$ cat src/rtl/core/bmm_pkg.sv
// shared constants and control types of the block statistics unit
`default_nettype none
package bmm_pkg;
    localparam int MAX_SAMPLES = 1024;
    localparam int SAMPLE_BITS = 16;
    localparam int IDX_W       = $clog2(MAX_SAMPLES);
    localparam int CNT_W       = $clog2(MAX_SAMPLES + 1);
    localparam int SUM_W       = SAMPLE_BITS + CNT_W;
    localparam int BIT_W       = (SAMPLE_BITS > 2) ? $clog2(SAMPLE_BITS) : 1;
    localparam int DCNT_W      = $clog2(SUM_W + 1);

    typedef enum logic [2:0] {
        S_LOAD,
        S_SCAN,
        S_STEP,
        S_DIV_INIT,
        S_DIV,
        S_DONE
    } t_state;

    typedef struct packed {
        logic load;
        logic sel_init;
        logic scan;
        logic step;
        logic div_init;
        logic div_step;
        logic out_load;
    } t_cmd;

    typedef struct packed {
        logic scan_done;
        logic bit_zero;
        logic div_done;
        logic out_free;
    } t_status;
endpackage
`default_nettype wire

$ cat src/rtl/core/bmm_ctrl.sv
// sequencer for load, median search, division and result hand-off
`default_nettype none
module bmm_ctrl import bmm_pkg::*; (
    input  wire logic    i_clk,
    input  wire logic    i_rst_n,
    input  wire logic    i_valid,
    input  wire logic    i_last_sample,
    output logic         o_ready,
    input  wire t_status i_status,
    output t_cmd         o_cmd
);
    t_state r_state;
    t_state n_state;

    always_ff @(posedge i_clk) begin
        if (!i_rst_n) begin
            r_state <= S_LOAD;
        end else begin
            r_state <= n_state;
        end
    end

    always_comb begin
        n_state = r_state;
        o_cmd   = '0;
        o_ready = 1'b0;
        case (r_state)
            S_LOAD: begin
                o_ready    = 1'b1;
                o_cmd.load = i_valid;
                if (i_valid && i_last_sample) begin
                    o_cmd.sel_init = 1'b1;
                    n_state        = S_SCAN;
                end
            end
            S_SCAN: begin
                o_cmd.scan = 1'b1;
                if (i_status.scan_done) begin
                    n_state = S_STEP;
                end
            end
            S_STEP: begin
                o_cmd.step = 1'b1;
                n_state    = i_status.bit_zero ? S_DIV_INIT : S_SCAN;
            end
            S_DIV_INIT: begin
                o_cmd.div_init = 1'b1;
                n_state        = S_DIV;
            end
            S_DIV: begin
                if (i_status.div_done) begin
                    n_state = S_DONE;
                end else begin
                    o_cmd.div_step = 1'b1;
                end
            end
            S_DONE: begin
                if (i_status.out_free) begin
                    o_cmd.out_load = 1'b1;
                    n_state        = S_LOAD;
                end
            end
            default: begin
                n_state = S_LOAD;
            end
        endcase
    end
endmodule
`default_nettype wire

$ cat config.mk
export PLATFORM = sky130hd
export DESIGN_NAME = bmm_ctrl
export DESIGN_NICKNAME = d
export VERILOG_FILES = /design/src/rtl/core/bmm_pkg.sv /design/src/rtl/core/bmm_ctrl.sv
export SDC_FILE = /design/constraint.sdc
export NUM_CORES = 1
export LEC_CHECK = 0
export ABC_CLOCK_PERIOD_IN_PS = 3300
export BUFFER_PORTS_ARGS = -buffer_cell sky130_fd_sc_hd__buf_2
export CAP_MARGIN = 20
export CELL_PAD_IN_SITES_DETAIL_PLACEMENT = 0
export CELL_PAD_IN_SITES_GLOBAL_PLACEMENT = 1
export CORE_AREA = 2 2 39 41
export CTS_CLUSTER_DIAMETER = 150
export DETAILED_ROUTE_END_ITERATION = 7
export DIE_AREA = 0 0 41 43
export PLACE_DENSITY_LB_ADDON = 0.1
export SYNTH_ARGS = -nofsm -noshare
export SYNTH_HDL_FRONTEND = slang
export SYNTH_SLANG_ARGS = --single-unit
$ cat constraint.sdc
create_clock -name i_clk -period 3.3 [get_ports i_clk]
set_input_delay 0.66 -clock i_clk [delete_from_list [all_inputs] [get_ports i_clk]]
set_output_delay 0.66 -clock i_clk [all_outputs]
set_load 0.005 [all_outputs]
# Yosys cells after proc, flatten, opt, wreduce, memory -nomap -nowiden
# Index checks and enable logic that the tools add are counted.
[word_totals]
reg_bits = 3
in_bits = 8
output_inout_bits = 8
word_cells = 29
[classes]
eq_ne = 9
n_mux = 16
reduce_logical = 3
[op_table]
columns = ["op", "count"]
rows = [
  ["$pmux 3 s6", 1],
  ["$mux 3", 4],
  ["$mux 1", 9],
  ["$ne 2x2->1 const B", 4],
  ["$eq 3x2->1 const B", 2],
  ["$eq 3x3->1 const B", 2],
  ["$mux 2", 2],
  ["$reduce_and 4->1", 1],
  ["$eq 3x1->1 const B", 1],
  ["$logic_not 3->1", 1],
  ["$logic_and 1x1->1", 1],
]

# Logic depth before layout (Yosys ltp)
[logic_depth]
depth_word = 3
depth_mapped = 4
mapped_depth_nobuf = 3

# Worst setup path after synthesis
# Ideal clock, no wire load.
[synth_timing]
path_kind = "input -> output"
startpoint = "in i_status[1] (netlist bit)"
endpoint = "out o_cmd[1] (netlist bit)"
arrival_time_ps = 949
t_required_ps = 2640
setup_slack_ps = 1691
stages = 1
n_path_buf = 0
cell_sequence = "nor4b_1"
[synth_between]
elab_chain_len = 2
[synth_lines]
columns = ["item", "line_no", "text"]
rows = [
  ["from (decl)", "bmm_ctrl.sv:9", "input wire t_status i_status,"],
  ["$mux 1", "bmm_ctrl.sv:51", "if (i_status.div_done) begin"],
  ["$mux 1", "bmm_ctrl.sv:27", "case (r_state)"],
  ["to (decl)", "bmm_ctrl.sv:10", "output t_cmd o_cmd"],
]
# Every way passes these cells.

==> flow_metrics.tcl <==
set metrics [dict create \
    net-switching-power_uw 92.69 \
    endpoint "o_cmd[2]" \
    p_clk_frac 0.256 \
    ys_async_sr_fraction 0 \
    crit_path_start_kind "flip-flop" \
    hp-class "flip-flop to flip-flop" \
    fin_crit_sh 0.5953 \
    wl_microns 700 \
    cts_sinks 3 \
    initial_utilization 0.2125 \
    total_power_uw 247.7 \
    synth_cell_types 25 \
    synthTopCellsByCount "dfxtp_1, nand2_1, nor2_1" \
    fin_setup_tns_ns 0 \
    htreeDepth 1 \
    crit_family "flip-flops" \
    r2r.worst_path.cells 3 \
    critPathKind "flip-flop to output port" \
    largestRegisters "r_state: 3 flops" \
    rsz0062_at_grt "false" \
    final_nets 58 \
    wire_per_inst_microns 10.77 \
    maxCapViolCount 0 \
    die_area_sq_um 1763 \
    fmaxAchievable_mhz 509.1 \
    largest_register_ffs 3 \
    relSlewSlack 0.6679 \
    grt_max_degree 14 \
    fin_ws_ns 1.336 \
    viasPerCell 4.400 \
    synth_top_area_frac 0.2043 \
    p_leak_uw 0.0001858 \
    ys_top_cells_by_area "dfxtp_1, nor3b_2, buf_6, a2bb2oi_2, mux2_4" \
    synth-edff-count 0 \
    syn_inst 33 \
    path_cells "nand2_1 > or2_2 > inv_1 > buf_2" \
    antenna_found_initial 0 \
    outcome "completed" \
    port_buffers 15 \
    hold_violations 0 \
    drv_slew 0 \
    drc_errors 0 \
    drtAntennaViolNets 0 \
    io_pins 16 \
    top_register "r_state" \
    powerDensity_nw_per_um2 642.7 \
    skew_ns 0.001722 \
    synthFlopType "dfxtp_1" \
    postCtsSetupBuffers 0 \
    core_area_sq_um 1384 \
    die_w_microns 41 \
    yosys_warnings 0 \
    die_height_microns 43 \
    arrival_ns 1.30 \
    nFillCells 171 \
    irDropWorstVdd_v 0.0001434 \
    synth_area_sq_um 294.0 \
    drive_gt1_frac 0.5102 \
    slowest_delay_ns 0.55 \
    hpwl_microns 531.9 \
    area_growth_pct 31.06 \
    crit_cells 4 \
    root_buffer "clkbuf_4" \
    cts_hold_buf 0 \
    num_rows 14 \
    synth_seq_area_share 0.2043 \
    drtIter0Drc 4 \
    worst-slew-pin-transition_ns 0.4975 \
    drt-pass1-iter-count 2 \
    grt_pass1_wl_mm 1.186 \
    synth.avg_cell_area_sq_um 8.910 \
    synth_seq_cells 3 \
    combPwrFrac 0.425 \
    cts_made_buffers 3 \
    r2r-start "r_state[2]" \
    min_period_ns 1.964 \
    startpoint "r_state[1]" \
    synth_area_leader_cell "dfxtp_1" \
    cts_resized 0 \
    tritoncts "done" \
    required_ns 2.64 \
    cp_max_fo 11 \
    intPower_uw 155.0 \
    place_ws_ns 1.483 \
    grt_pass1_vias 297 \
    gr-total-overflow 0 \
    multi_input_area_sq_um 200.2 \
    via_count 286 \
    synth_nets 41 \
    antenna_cells 0 \
    seq_area_sq_um 60.06 \
    r2r-end "r_state[1]" \
    worstSkewPairLatency_ns 0.23 \
    path_clk_slew_ns 0.04 \
    end_kind "output port" \
    r2r_slack_ns 1.91 \
    grt_usage 0.1022 \
    path_buf_inv 2 \
    gp_congestion 0.6797 \
    crit_slowest_cell "dfxtp_1" \
    p_seq_frac 0.319 \
    swShare 0.3742 \
    setup_viol 0 \
    cts_buffer_depth 2 \
]
power groups by stage:
stage	Sequential, uW	Combinational, uW	Clock [uW]
2_1_floorplan	54.2	110	0
3_3_place_gp	79.8	107	0
3_5_place_dp	80.0	107	0
4_1_cts	79.5	107	66.9
5_1_grt	82.3	118	70.1
6_report	78.9	105	63.4
worst min path at each step:
stage	end	startpoint	slack, ns	cells after the start
final	r_state[2]	r_state[2]	0.70	2
after global routing	r_state[1]	i_rst_n	0.71	2
after CTS	r_state[1]	i_rst_n	0.70	2
after detailed placement	r_state[2]	r_state[2]	0.70	2
after global placement	r_state[2]	r_state[2]	0.69	2
after floorplan	r_state[2]	r_state[2]	0.64	3
tightest hold or removal path, stage by stage (launching register included):
cell     delay, ns
dfxtp_1       0.45
nand2_1       0.12
a31oi_1       0.08
stage by stage:
stage / cells / hold slack, ns / area, sq um / utilization
2_1_floorplan: 33 / 0.6409 / 294.0 / -
3_3_place_gp: 61 / 0.6920 / 359.1 / 0.2595
3_5_place_dp: 61 / 0.6995 / 359.1 / 0.2595
4_1_cts: 65 / 0.7031 / 385.4 / 0.2785
5_1_grt: 65 / 0.7146 / 385.4 / 0.2785
6_report: 65 / 0.7037 / 385.4 / 0.2785
kinds of logic after synthesis:
family	synth area share
flops	0.2043
simple gates	0.3958
buf+inv	0.1149
compound gates	0.2340
mux	0.05105
area by class of cell:
type                            count  share of cell area
Multi-Input combinational cell     26              0.5195
Tap cell                           16             0.05195
Timing Repair Buffer               15              0.1948
Sequential cell                     3              0.1558
Inverter                            1            0.009740
Clock buffer                        4             0.06818
metal layers:
| metal | share of wire | GRT usage | vias up |
|---|---|---|---|
| li1 | - | - | 152 |
| met1 | 0.49 | 0.1278 | 121 |
| met2 | 0.42 | 0.1375 | 13 |
| met3 | 0.084 | 0.04712 | 0 |
| met4 | 0 | 0.06000 | 0 |
| met5 | 0 | 0 | - |
cell usage in the layout, fill, tap and decap left out, types with 2 or more instances in the layout:
cell type  netlist  layout
buf_2            0      15
nand2_1          3       3
nor2_1           3       3
clkbuf_4         0       3
dfxtp_1          3       3
nor3b_2          2       2
Note: power is estimated with default switching activity, not from simulation.
